==> src/tta_pkg.sv <==
`timescale 1ns / 1ps

package tta_pkg;

    // Fixed field widths of the configuration registers and the source digits.
    localparam int DIGIT_WIDTH     = 16;
    localparam int RANK_WIDTH      = 3;
    localparam int ORDER_WIDTH     = 8;
    localparam int CFG_INDEX_WIDTH = 3;
    localparam int CFG_DATA_WIDTH  = 16;
    localparam int HW_AXES         = 4;

    // Defaults for the top-level parameters.
    localparam int DEF_MAX_RANK    = 4;
    localparam int DEF_INDEX_WIDTH = 32;
    localparam int DEF_ELEM_WIDTH  = 64;

    // Register values after reset; the axis order is the identity permutation.
    localparam logic [RANK_WIDTH-1:0]  RANK_RESET  = 3'd1;
    localparam logic [DIGIT_WIDTH-1:0] SIZE_RESET  = 16'd1;
    localparam logic [ORDER_WIDTH-1:0] ORDER_RESET = 8'd228;

    typedef enum logic [CFG_INDEX_WIDTH-1:0] {
        REG_RANK  = 3'd0,
        REG_SIZE0 = 3'd1,
        REG_SIZE1 = 3'd2,
        REG_SIZE2 = 3'd3,
        REG_SIZE3 = 3'd4,
        REG_ORDER = 3'd5
    } cfg_reg_t;

    typedef enum logic [1:0] {
        PH_STRIDE,
        PH_DIGIT,
        PH_WRAP,
        PH_DONE
    } phase_t;

    // Status from the register file to the address datapath.
    typedef struct packed {
        logic                restart;
        logic [RANK_WIDTH:0] rank_eff;
    } cfg_status_t;

endpackage

==> src/tta_regs.sv <==
`timescale 1ns / 1ps

module tta_regs
    import tta_pkg::*;
#(
    parameter int MAX_RANK = DEF_MAX_RANK
)
(
    input  logic                            clk,
    input  logic                            rst_n,
    input  logic                            cfg_we,
    input  logic [CFG_INDEX_WIDTH-1:0]      cfg_index,
    input  logic [CFG_DATA_WIDTH-1:0]       cfg_data,
    output cfg_status_t                     status,
    output logic [DIGIT_WIDTH-1:0]          axis_len [MAX_RANK],
    output logic [((MAX_RANK > 4) ? $clog2(MAX_RANK) : 2)-1:0] axis_src [MAX_RANK]
);

    localparam int PERM_W     = (MAX_RANK > 4) ? $clog2(MAX_RANK) : 2;
    localparam int RANK_EXT_W = RANK_WIDTH + 1;

    logic [RANK_WIDTH-1:0]  rank_reg;
    logic [DIGIT_WIDTH-1:0] size_reg [HW_AXES];
    logic [ORDER_WIDTH-1:0] order_reg;
    logic [RANK_EXT_W-1:0]  rank_eff;

    always_ff @(posedge clk or negedge rst_n)
    begin
        if (!rst_n)
        begin
            rank_reg  <= RANK_RESET;
            order_reg <= ORDER_RESET;
            for (int i = 0; i < HW_AXES; i++)
            begin
                size_reg[i] <= SIZE_RESET;
            end
        end
        else if (cfg_we)
        begin
            case (cfg_reg_t'(cfg_index))
                REG_RANK:  rank_reg    <= cfg_data[RANK_WIDTH-1:0];
                REG_SIZE0: size_reg[0] <= cfg_data;
                REG_SIZE1: size_reg[1] <= cfg_data;
                REG_SIZE2: size_reg[2] <= cfg_data;
                REG_SIZE3: size_reg[3] <= cfg_data;
                REG_ORDER: order_reg   <= cfg_data[ORDER_WIDTH-1:0];
                default:   ;
            endcase
        end
    end

    // A rank of zero acts as one; a rank above the supported maximum is clipped.
    always_comb
    begin
        if (rank_reg == '0)
        begin
            rank_eff = RANK_EXT_W'(1);
        end
        else if ({1'b0, rank_reg} > RANK_EXT_W'(MAX_RANK))
        begin
            rank_eff = RANK_EXT_W'(MAX_RANK);
        end
        else
        begin
            rank_eff = {1'b0, rank_reg};
        end
    end

    assign status.restart  = cfg_we;
    assign status.rank_eff = rank_eff;

    // Unused axes and zero lengths act as length one. Output axes past the
    // fourth map to the source axis of the same number.
    for (genvar a = 0; a < MAX_RANK; a++)
    begin : g_axis
        if (a < HW_AXES)
        begin : g_cfg
            assign axis_len[a] = (RANK_EXT_W'(a) < rank_eff && size_reg[a] != '0)
                               ? size_reg[a] : DIGIT_WIDTH'(1);
            assign axis_src[a] = PERM_W'(order_reg[2*a +: 2]);
        end
        else
        begin : g_fixed
            assign axis_len[a] = DIGIT_WIDTH'(1);
            assign axis_src[a] = PERM_W'(a);
        end
    end

endmodule

==> src/tensor_transpose_address_gen.sv <==
`timescale 1ns / 1ps

// Destination address generator for an N-axis tensor transpose.
//
// Source elements enter on the input channel (in_valid, in_ready, elem_value)
// in row-major source order, one item per element. Each item leaves on the
// output channel (out_valid, out_ready) as one item carrying dest_index, the
// element's flat index in the transposed tensor, the value unchanged, and
// last_elem on the final element. After the final element the source digit
// counter wraps to zero, ready for the next tensor.
//
// The output is registered: an item accepted at a clock edge is presented
// on the output right after that edge. Throughput is one item per cycle
// when not stalled; the destination index is kept as a running sum and each
// item adds one precomputed per-axis step, so only one add sits per item.
//
// After reset, and after every configuration write, a setup sequencer builds
// the strides, rebases the index on the saved digits and builds the per-axis
// steps with one shared multiplier; in_ready stays low during that time.
// Digits survive writes. When the receiver stalls, the output register holds
// its item and in_ready falls until that item is taken.

module tensor_transpose_address_gen
    import tta_pkg::*;
#(
    parameter int MAX_RANK    = DEF_MAX_RANK,
    parameter int INDEX_WIDTH = DEF_INDEX_WIDTH,
    parameter int ELEM_WIDTH  = DEF_ELEM_WIDTH
)
(
    input  logic                       clk,
    input  logic                       rst_n,
    input  logic                       cfg_we,
    input  logic [CFG_INDEX_WIDTH-1:0] cfg_index,
    input  logic [CFG_DATA_WIDTH-1:0]  cfg_data,
    input  logic                       in_valid,
    output logic                       in_ready,
    input  logic [ELEM_WIDTH-1:0]      elem_value,
    output logic                       out_valid,
    input  logic                       out_ready,
    output logic [INDEX_WIDTH-1:0]     dest_index,
    output logic [ELEM_WIDTH-1:0]      out_value,
    output logic                       last_elem
);

    localparam int AXIS_IDX_W = (MAX_RANK > 1) ? $clog2(MAX_RANK) : 1;
    localparam int RANK_CNT_W = $clog2(MAX_RANK + 1);
    localparam int PERM_W     = (MAX_RANK > 4) ? $clog2(MAX_RANK) : 2;
    localparam int PERM_EXT_W = PERM_W + 1;
    localparam int PROD_W     = INDEX_WIDTH + DIGIT_WIDTH;
    localparam logic [PERM_EXT_W-1:0] PERM_LIMIT = PERM_EXT_W'(MAX_RANK);
    localparam logic [AXIS_IDX_W-1:0] LAST_STEP  = AXIS_IDX_W'(MAX_RANK - 1);

    cfg_status_t             cfg_status;
    logic [DIGIT_WIDTH-1:0]  axis_len [MAX_RANK];
    logic [PERM_W-1:0]       axis_src [MAX_RANK];
    logic [RANK_CNT_W-1:0]   rank_eff;

    phase_t                  phase_reg, phase_next;
    logic [AXIS_IDX_W-1:0]   step_reg, step_next;
    logic                    step_last;

    logic [INDEX_WIDTH-1:0]  run_reg;
    logic [INDEX_WIDTH-1:0]  acc_reg;
    logic [INDEX_WIDTH-1:0]  dest_reg, dest_next;
    logic [INDEX_WIDTH-1:0]  stride_reg [MAX_RANK];
    logic [INDEX_WIDTH-1:0]  delta_reg  [MAX_RANK];
    logic [DIGIT_WIDTH-1:0]  digit_reg  [MAX_RANK];
    logic [DIGIT_WIDTH-1:0]  digit_next [MAX_RANK];

    // Setup datapath selection
    logic [RANK_CNT_W-1:0]   step_ext;
    logic [RANK_CNT_W-1:0]   out_axis_full;
    logic [AXIS_IDX_W-1:0]   out_axis;
    logic                    stride_live;
    logic [PERM_W-1:0]       src_p;
    logic                    src_ok;
    logic [AXIS_IDX_W-1:0]   src_idx;
    logic [AXIS_IDX_W-1:0]   wrap_idx;
    logic [AXIS_IDX_W-1:0]   axis_sel;
    logic [AXIS_IDX_W-1:0]   len_sel_idx;
    logic [DIGIT_WIDTH-1:0]  sel_len;
    logic [DIGIT_WIDTH-1:0]  sel_top;
    logic [DIGIT_WIDTH-1:0]  sel_digit;
    logic [DIGIT_WIDTH-1:0]  d_clamp;
    logic [INDEX_WIDTH-1:0]  sel_stride;
    logic [INDEX_WIDTH-1:0]  mul_a;
    logic [DIGIT_WIDTH-1:0]  mul_b;
    logic [PROD_W-1:0]       mul_full;
    logic [INDEX_WIDTH-1:0]  mul_lo;

    // Streaming path
    logic [MAX_RANK-1:0]     at_top;
    logic                    last_cur;
    logic                    inc_found;
    logic [INDEX_WIDTH-1:0]  inc_delta;
    logic                    in_fire;

    logic                    out_valid_reg;
    logic [INDEX_WIDTH-1:0]  dest_index_reg;
    logic [ELEM_WIDTH-1:0]   out_value_reg;
    logic                    last_elem_reg;

    tta_regs #(
        .MAX_RANK (MAX_RANK)
    ) u_regs (
        .clk       (clk),
        .rst_n     (rst_n),
        .cfg_we    (cfg_we),
        .cfg_index (cfg_index),
        .cfg_data  (cfg_data),
        .status    (cfg_status),
        .axis_len  (axis_len),
        .axis_src  (axis_src)
    );

    assign rank_eff = cfg_status.rank_eff[RANK_CNT_W-1:0];

    // ------------------------------------------------------------------
    // Setup sequencer. Three passes of MAX_RANK steps each:
    //   stride pass: output axes from last to first, each writes the running
    //     product into the stride of its source axis, then scales the product
    //     by that axis's length.
    //   digit pass: sums each saved digit, clamped to its axis length minus one,
    //     times its stride into the running destination index. The saved digits
    //     themselves are left alone.
    //   wrap pass: from the fastest axis down, the step added when axis j
    //     counts up is its stride minus what the faster axes give back when
    //     they wrap to zero.
    // ------------------------------------------------------------------
    assign step_ext      = RANK_CNT_W'(step_reg);
    assign stride_live   = step_ext < rank_eff;
    assign out_axis_full = rank_eff - RANK_CNT_W'(1) - step_ext;
    assign out_axis      = out_axis_full[AXIS_IDX_W-1:0];
    assign src_p         = axis_src[out_axis];
    assign src_ok        = {1'b0, src_p} < PERM_LIMIT;
    assign src_idx       = src_p[AXIS_IDX_W-1:0];
    assign wrap_idx      = LAST_STEP - step_reg;
    assign step_last     = step_reg == LAST_STEP;

    always_ff @(posedge clk or negedge rst_n)
    begin
        if (!rst_n)
        begin
            phase_reg <= PH_STRIDE;
            step_reg  <= '0;
        end
        else
        begin
            phase_reg <= phase_next;
            step_reg  <= step_next;
        end
    end

    always_comb
    begin
        phase_next  = phase_reg;
        step_next   = step_reg;
        axis_sel    = step_reg;
        len_sel_idx = step_reg;
        mul_a       = run_reg;
        mul_b       = '0;

        case (phase_reg)
            PH_STRIDE:
            begin
                len_sel_idx = src_idx;
                mul_a       = run_reg;
                mul_b       = src_ok ? sel_len : DIGIT_WIDTH'(1);
            end
            PH_DIGIT:
            begin
                mul_a = sel_stride;
                mul_b = d_clamp;
            end
            PH_WRAP:
            begin
                axis_sel    = wrap_idx;
                len_sel_idx = wrap_idx;
                mul_a       = sel_stride;
                mul_b       = sel_top;
            end
            PH_DONE:
            begin
                mul_b = '0;
            end
            default:
            begin
                mul_b = '0;
            end
        endcase

        if (cfg_status.restart)
        begin
            phase_next = PH_STRIDE;
            step_next  = '0;
        end
        else
        begin
            case (phase_reg)
                PH_STRIDE, PH_DIGIT, PH_WRAP:
                begin
                    if (step_last)
                    begin
                        step_next = '0;
                        case (phase_reg)
                            PH_STRIDE: phase_next = PH_DIGIT;
                            PH_DIGIT:  phase_next = PH_WRAP;
                            default:   phase_next = PH_DONE;
                        endcase
                    end
                    else
                    begin
                        step_next = step_reg + 1'b1;
                    end
                end
                PH_DONE:
                begin
                    step_next = '0;
                end
                default:
                begin
                    phase_next = PH_DONE;
                end
            endcase
        end
    end

    assign sel_len    = axis_len[len_sel_idx];
    assign sel_top    = sel_len - 1'b1;
    assign sel_stride = stride_reg[axis_sel];
    assign sel_digit  = digit_reg[axis_sel];
    assign d_clamp    = (sel_digit > sel_top) ? sel_top : sel_digit;

    // One shared multiplier serves all three passes.
    assign mul_full = PROD_W'(mul_a) * PROD_W'(mul_b);
    assign mul_lo   = mul_full[INDEX_WIDTH-1:0];

    // ------------------------------------------------------------------
    // Streaming counter. The fastest axis that is not at its top counts up,
    // every faster axis wraps to zero, and the running index moves by that
    // axis's step. When all axes are at their top the tensor is done and
    // everything returns to zero. A digit left above its axis length by a
    // size change counts as the top of that axis and is stored back
    // saturated.
    // ------------------------------------------------------------------
    for (genvar j = 0; j < MAX_RANK; j++)
    begin : g_top
        assign at_top[j] = digit_reg[j] >= (axis_len[j] - 1'b1);
    end

    assign last_cur = &at_top;

    always_comb
    begin
        inc_found = 1'b0;
        inc_delta = '0;
        for (int j = MAX_RANK - 1; j >= 0; j--)
        begin
            digit_next[j] = at_top[j] ? (axis_len[j] - 1'b1) : digit_reg[j];
            if (!inc_found)
            begin
                if (at_top[j])
                begin
                    digit_next[j] = '0;
                end
                else
                begin
                    digit_next[j] = digit_reg[j] + 1'b1;
                    inc_delta     = delta_reg[j];
                    inc_found     = 1'b1;
                end
            end
        end
        dest_next = inc_found ? (dest_reg + inc_delta) : '0;
    end

    assign in_ready = (phase_reg == PH_DONE) && (!out_valid_reg || out_ready);
    assign in_fire  = in_valid && in_ready;

    always_ff @(posedge clk or negedge rst_n)
    begin
        if (!rst_n)
        begin
            run_reg  <= INDEX_WIDTH'(1);
            acc_reg  <= '0;
            dest_reg <= '0;
            for (int i = 0; i < MAX_RANK; i++)
            begin
                stride_reg[i] <= '0;
                delta_reg[i]  <= '0;
                digit_reg[i]  <= '0;
            end
        end
        else
        begin
            // Digits change only when an item is taken.
            if (in_fire)
            begin
                for (int i = 0; i < MAX_RANK; i++)
                begin
                    digit_reg[i] <= digit_next[i];
                end
            end

            if (cfg_status.restart)
            begin
                run_reg  <= INDEX_WIDTH'(1);
                acc_reg  <= '0;
                dest_reg <= '0;
                for (int i = 0; i < MAX_RANK; i++)
                begin
                    stride_reg[i] <= '0;
                end
            end
            else
            begin
                case (phase_reg)
                    PH_STRIDE:
                    begin
                        if (stride_live)
                        begin
                            if (src_ok)
                            begin
                                stride_reg[src_idx] <= run_reg;
                            end
                            run_reg <= mul_lo;
                        end
                    end
                    PH_DIGIT:
                    begin
                        dest_reg <= dest_reg + mul_lo;
                    end
                    PH_WRAP:
                    begin
                        delta_reg[wrap_idx] <= sel_stride - acc_reg;
                        acc_reg             <= acc_reg + mul_lo;
                    end
                    PH_DONE:
                    begin
                        if (in_fire)
                        begin
                            dest_reg <= dest_next;
                        end
                    end
                    default:
                    begin
                        acc_reg <= acc_reg;
                    end
                endcase
            end
        end
    end

    // ------------------------------------------------------------------
    // Output register
    // ------------------------------------------------------------------
    always_ff @(posedge clk or negedge rst_n)
    begin
        if (!rst_n)
        begin
            out_valid_reg <= 1'b0;
        end
        else if (in_fire)
        begin
            out_valid_reg <= 1'b1;
        end
        else if (out_ready)
        begin
            out_valid_reg <= 1'b0;
        end
    end

    always_ff @(posedge clk)
    begin
        if (in_fire)
        begin
            dest_index_reg <= dest_reg;
            out_value_reg  <= elem_value;
            last_elem_reg  <= last_cur;
        end
    end

    assign out_valid  = out_valid_reg;
    assign dest_index = dest_index_reg;
    assign out_value  = out_value_reg;
    assign last_elem  = last_elem_reg;

`ifndef NO_ASSERTIONS
    // An accepted item always lands in the output register.
    a_accept_fills_output: assert property (@(posedge clk) disable iff (!rst_n)
        in_valid && in_ready |=> out_valid)
        else $error("accepted item did not reach the output register");

    // A configuration write restarts setup, so no item is taken right after it.
    a_cfg_blocks_input: assert property (@(posedge clk) disable iff (!rst_n)
        cfg_we |=> !in_ready)
        else $error("input accepted while setup was restarting");

    // Taking the final element wraps the counter and the running index to zero.
    a_last_wraps_counter: assert property (@(posedge clk) disable iff (!rst_n)
        in_valid && in_ready && last_cur |=> dest_reg == '0 && digit_reg[0] == '0)
        else $error("counter did not wrap after the final element");
`endif

endmodule
==> config.mk <==
export PLATFORM = sky130hd
export DESIGN_NAME = tensor_transpose_address_gen
export DESIGN_NICKNAME = d
export VERILOG_FILES = /design/src/tta_pkg.sv /design/src/tta_regs.sv /design/src/tensor_transpose_address_gen.sv
export SDC_FILE = /design/constraint.sdc
export NUM_CORES = 2
export LEC_CHECK = 0
export BUFFER_PORTS_ARGS = -buffer_cell sky130_fd_sc_hd__buf_2
export CAP_MARGIN = 40
export CORE_MARGIN = 1
export CORE_UTILIZATION = 32
export DETAILED_ROUTE_END_ITERATION = 6
export GPL_ROUTABILITY_DRIVEN = 0
export GPL_TIMING_DRIVEN = 1
export RECOVER_POWER = 100
export SLEW_MARGIN = 20
export SYNTH_ARGS = -nofsm -noshare
export SYNTH_HDL_FRONTEND = slang
export SYNTH_HIERARCHICAL = 1
export SYNTH_SLANG_ARGS = --single-unit
export TNS_END_PERCENT = 50
==> constraint.sdc <==
create_clock -name clk -period 28.4 [get_ports clk]
set_input_delay 1.42 -clock clk [delete_from_list [all_inputs] [get_ports clk]]
set_output_delay 1.42 -clock clk [all_outputs]
set_load 0.01 [all_outputs]
==> run_results.csv <==
group,metric,value,unit
floorplan,pin_count,187,
grt,grt_max_degree,180,
clocking,clk_pin_slew_worst_paths,0.06,ns
sta,tns,0,ns
layout,most-common-layout-cells,"nand2_1, dfrtp_1, o21ai_0, inv_1, nor2_1",
layout,instances_no_fill,7297,
sta,fin_skew,0.0614,ns
critical_path,end_kind,"register",
critical_path,max_stage_delay,0.64,ns
clocking,cts_tree,"built",
synth,synth_area_per_cell,9.37,um^2
detailed_routing,first_iter_violations,2990,
grt,grt_pass1_wl,228,mm
layout,syn2layout_area_growth,11.0,%
grt,grt_pass1_vias,38700,
status,violations,"capacitance limit, slew limit",
detailed_routing,drc,0,
floorplan,rows,142,
critical_path,endpoint,"acc_reg[31]$_DFFE_PN0P_",
floorplan,fp.dieW,391,um
clocking,htree_levels,3,
critical_path,critPathLaunchType,"register",
clocking,clock-sinks,593,
sta,setup_viol,0,
critical_path,setup.worst_path.class,"reg2reg",
sta,worstMarginPinSlew,7.48,ns
synth,ys_warn_count,6,
placement,io_buffers,186,
detailed_routing,routed-via-count,39300,
critical_path,r2r_slack,13.22,ns
placement,place.detailed.hpwl,108,mm
critical_path,required,28.61,ns
clocking,cts_resized,0,
synth,syn_area,48400,um^2
critical_path,crit_fanout,22,
layout,layout_commonest_cell,"nand2_1",
layout,drive_gt1_frac,0.0896,
status,status,"finished, violations left",
placement,place_area,51600,um^2
sta,hold_viol,0,
clocking,cts_buffers,68,
sta,fmax,0.0659,GHz
detailed_routing,drt-total-wl,147,mm
critical_path,r2r-start,"u_regs/rank_reg[2]$_DFFE_PN0P_",
critical_path,crit_arrival,15.39,ns
min_path,hold_depth,2,
clocking,postCtsSetupBuffers,0,
synth,synth_nets,5849,
floorplan,core,150000,um^2
synth,synthesis.instances,5162,
layout,design_area,53700,um^2
placement,dp.cells,7165,
detailed_routing,ant_nets,0,
grt,grt_usage,0.192,
detailed_routing,viasPerCell,5.38,
grt,antenna_found_initial,2,
critical_path,cp_slowest_cell,"a221o_1",
layout,final_nets,5913,
run,max-cap-violations,24,
clocking,clk_path_buf_depth,3,
floorplan,die_area,153000,um^2
detailed_routing,wl_per_cell,20.1,um
critical_path,r2r_cells,48,
sta,fin_ws,13.22,ns
placement,dp_slack,13.88,ns
clocking,clk_latency,0.70,ns
sta,period_share,0.535,
floorplan,fp.dieH,391,um
grt,gr-total-overflow,0,
sta,slew_headroom,-3.98,
min_path,min_path_type,"reg2reg",
critical_path,cpMostUsedCell,"fa_1",
layout,n_antenna_cell,0,
floorplan,start_util,0.323,
sta,rsz0062_at_grt,"no",
sta,report.final.slew_viol_count,1294,
clocking,cts-root-buf,"clkbuf_16",
critical_path,startpoint,"u_regs/rank_reg[2]$_DFFE_PN0P_",
clocking,holdBufCountCts,0,
critical_path,rr_endpoint,"acc_reg[31]$_DFFE_PN0P_",
sta,min_period,15.18,ns
detailed_routing,drt_pass1_iterations,6,
[stage by stage]
step	hold slack, ns	utilization
after global placement	0.455	0.343
final	0.478	0.358
after detailed placement	0.466	0.344
after floorplan	0.441	-
after CTS	0.481	0.360
after global routing	0.498	0.358
[routing by layer]
metal  part of all wire  up-vias  GRT usage
li1                   -    18100          -
met2               0.46     1340      0.309
met5           0.000061        -          0
met3              0.072      262     0.0371
met4              0.039        2     0.0712
met1               0.42    19600      0.253
[area by class of cell]
| type | instances | area, um^2 |
|---|---|---|
| Inverter | 446 | 1680 |
| Timing Repair Buffer | 274 | 1380 |
| Tap cell | 2016 | 2520 |
| Fill cell | 15300 | 96300 |
| Multi-Input combinational cell | 3843 | 30300 |
| Clock inverter | 40 | 557 |
| Sequential cell | 593 | 15300 |
| Clock buffer | 85 | 1890 |
[critical path, delay by kind of cell, from the launching register on]
kind / cells / cell delay (ns)
AOI/OAI and AO/OA: 16 / 4.44
xor gates and xnor gates: 4 / 0.99
adders and majority gates: 10 / 4.13
buffers and inverters: 6 / 1.08
DFF: 1 / 0.58
muxes: 1 / 0.41
and+or+nand+nor: 11 / 3.10
[worst min path at each step]
stage | startpoint | end | slack [ns]
after global routing | delta_reg[25]$_DFFE_PN0P_ | delta_reg[25]$_DFFE_PN0P_ | 0.50
final | delta_reg[13]$_DFFE_PN0P_ | delta_reg[13]$_DFFE_PN0P_ | 0.48
after detailed placement | delta_reg[31]$_DFFE_PN0P_ | delta_reg[31]$_DFFE_PN0P_ | 0.47
after CTS | delta_reg[31]$_DFFE_PN0P_ | delta_reg[31]$_DFFE_PN0P_ | 0.48
after floorplan | delta_reg[31]$_DFFE_PN0P_ | delta_reg[31]$_DFFE_PN0P_ | 0.44
after global placement | delta_reg[31]$_DFFE_PN0P_ | delta_reg[31]$_DFFE_PN0P_ | 0.46
Power is not shown: default switching activity piles up to over one toggle a cycle in this logic, so the estimate is an artifact.
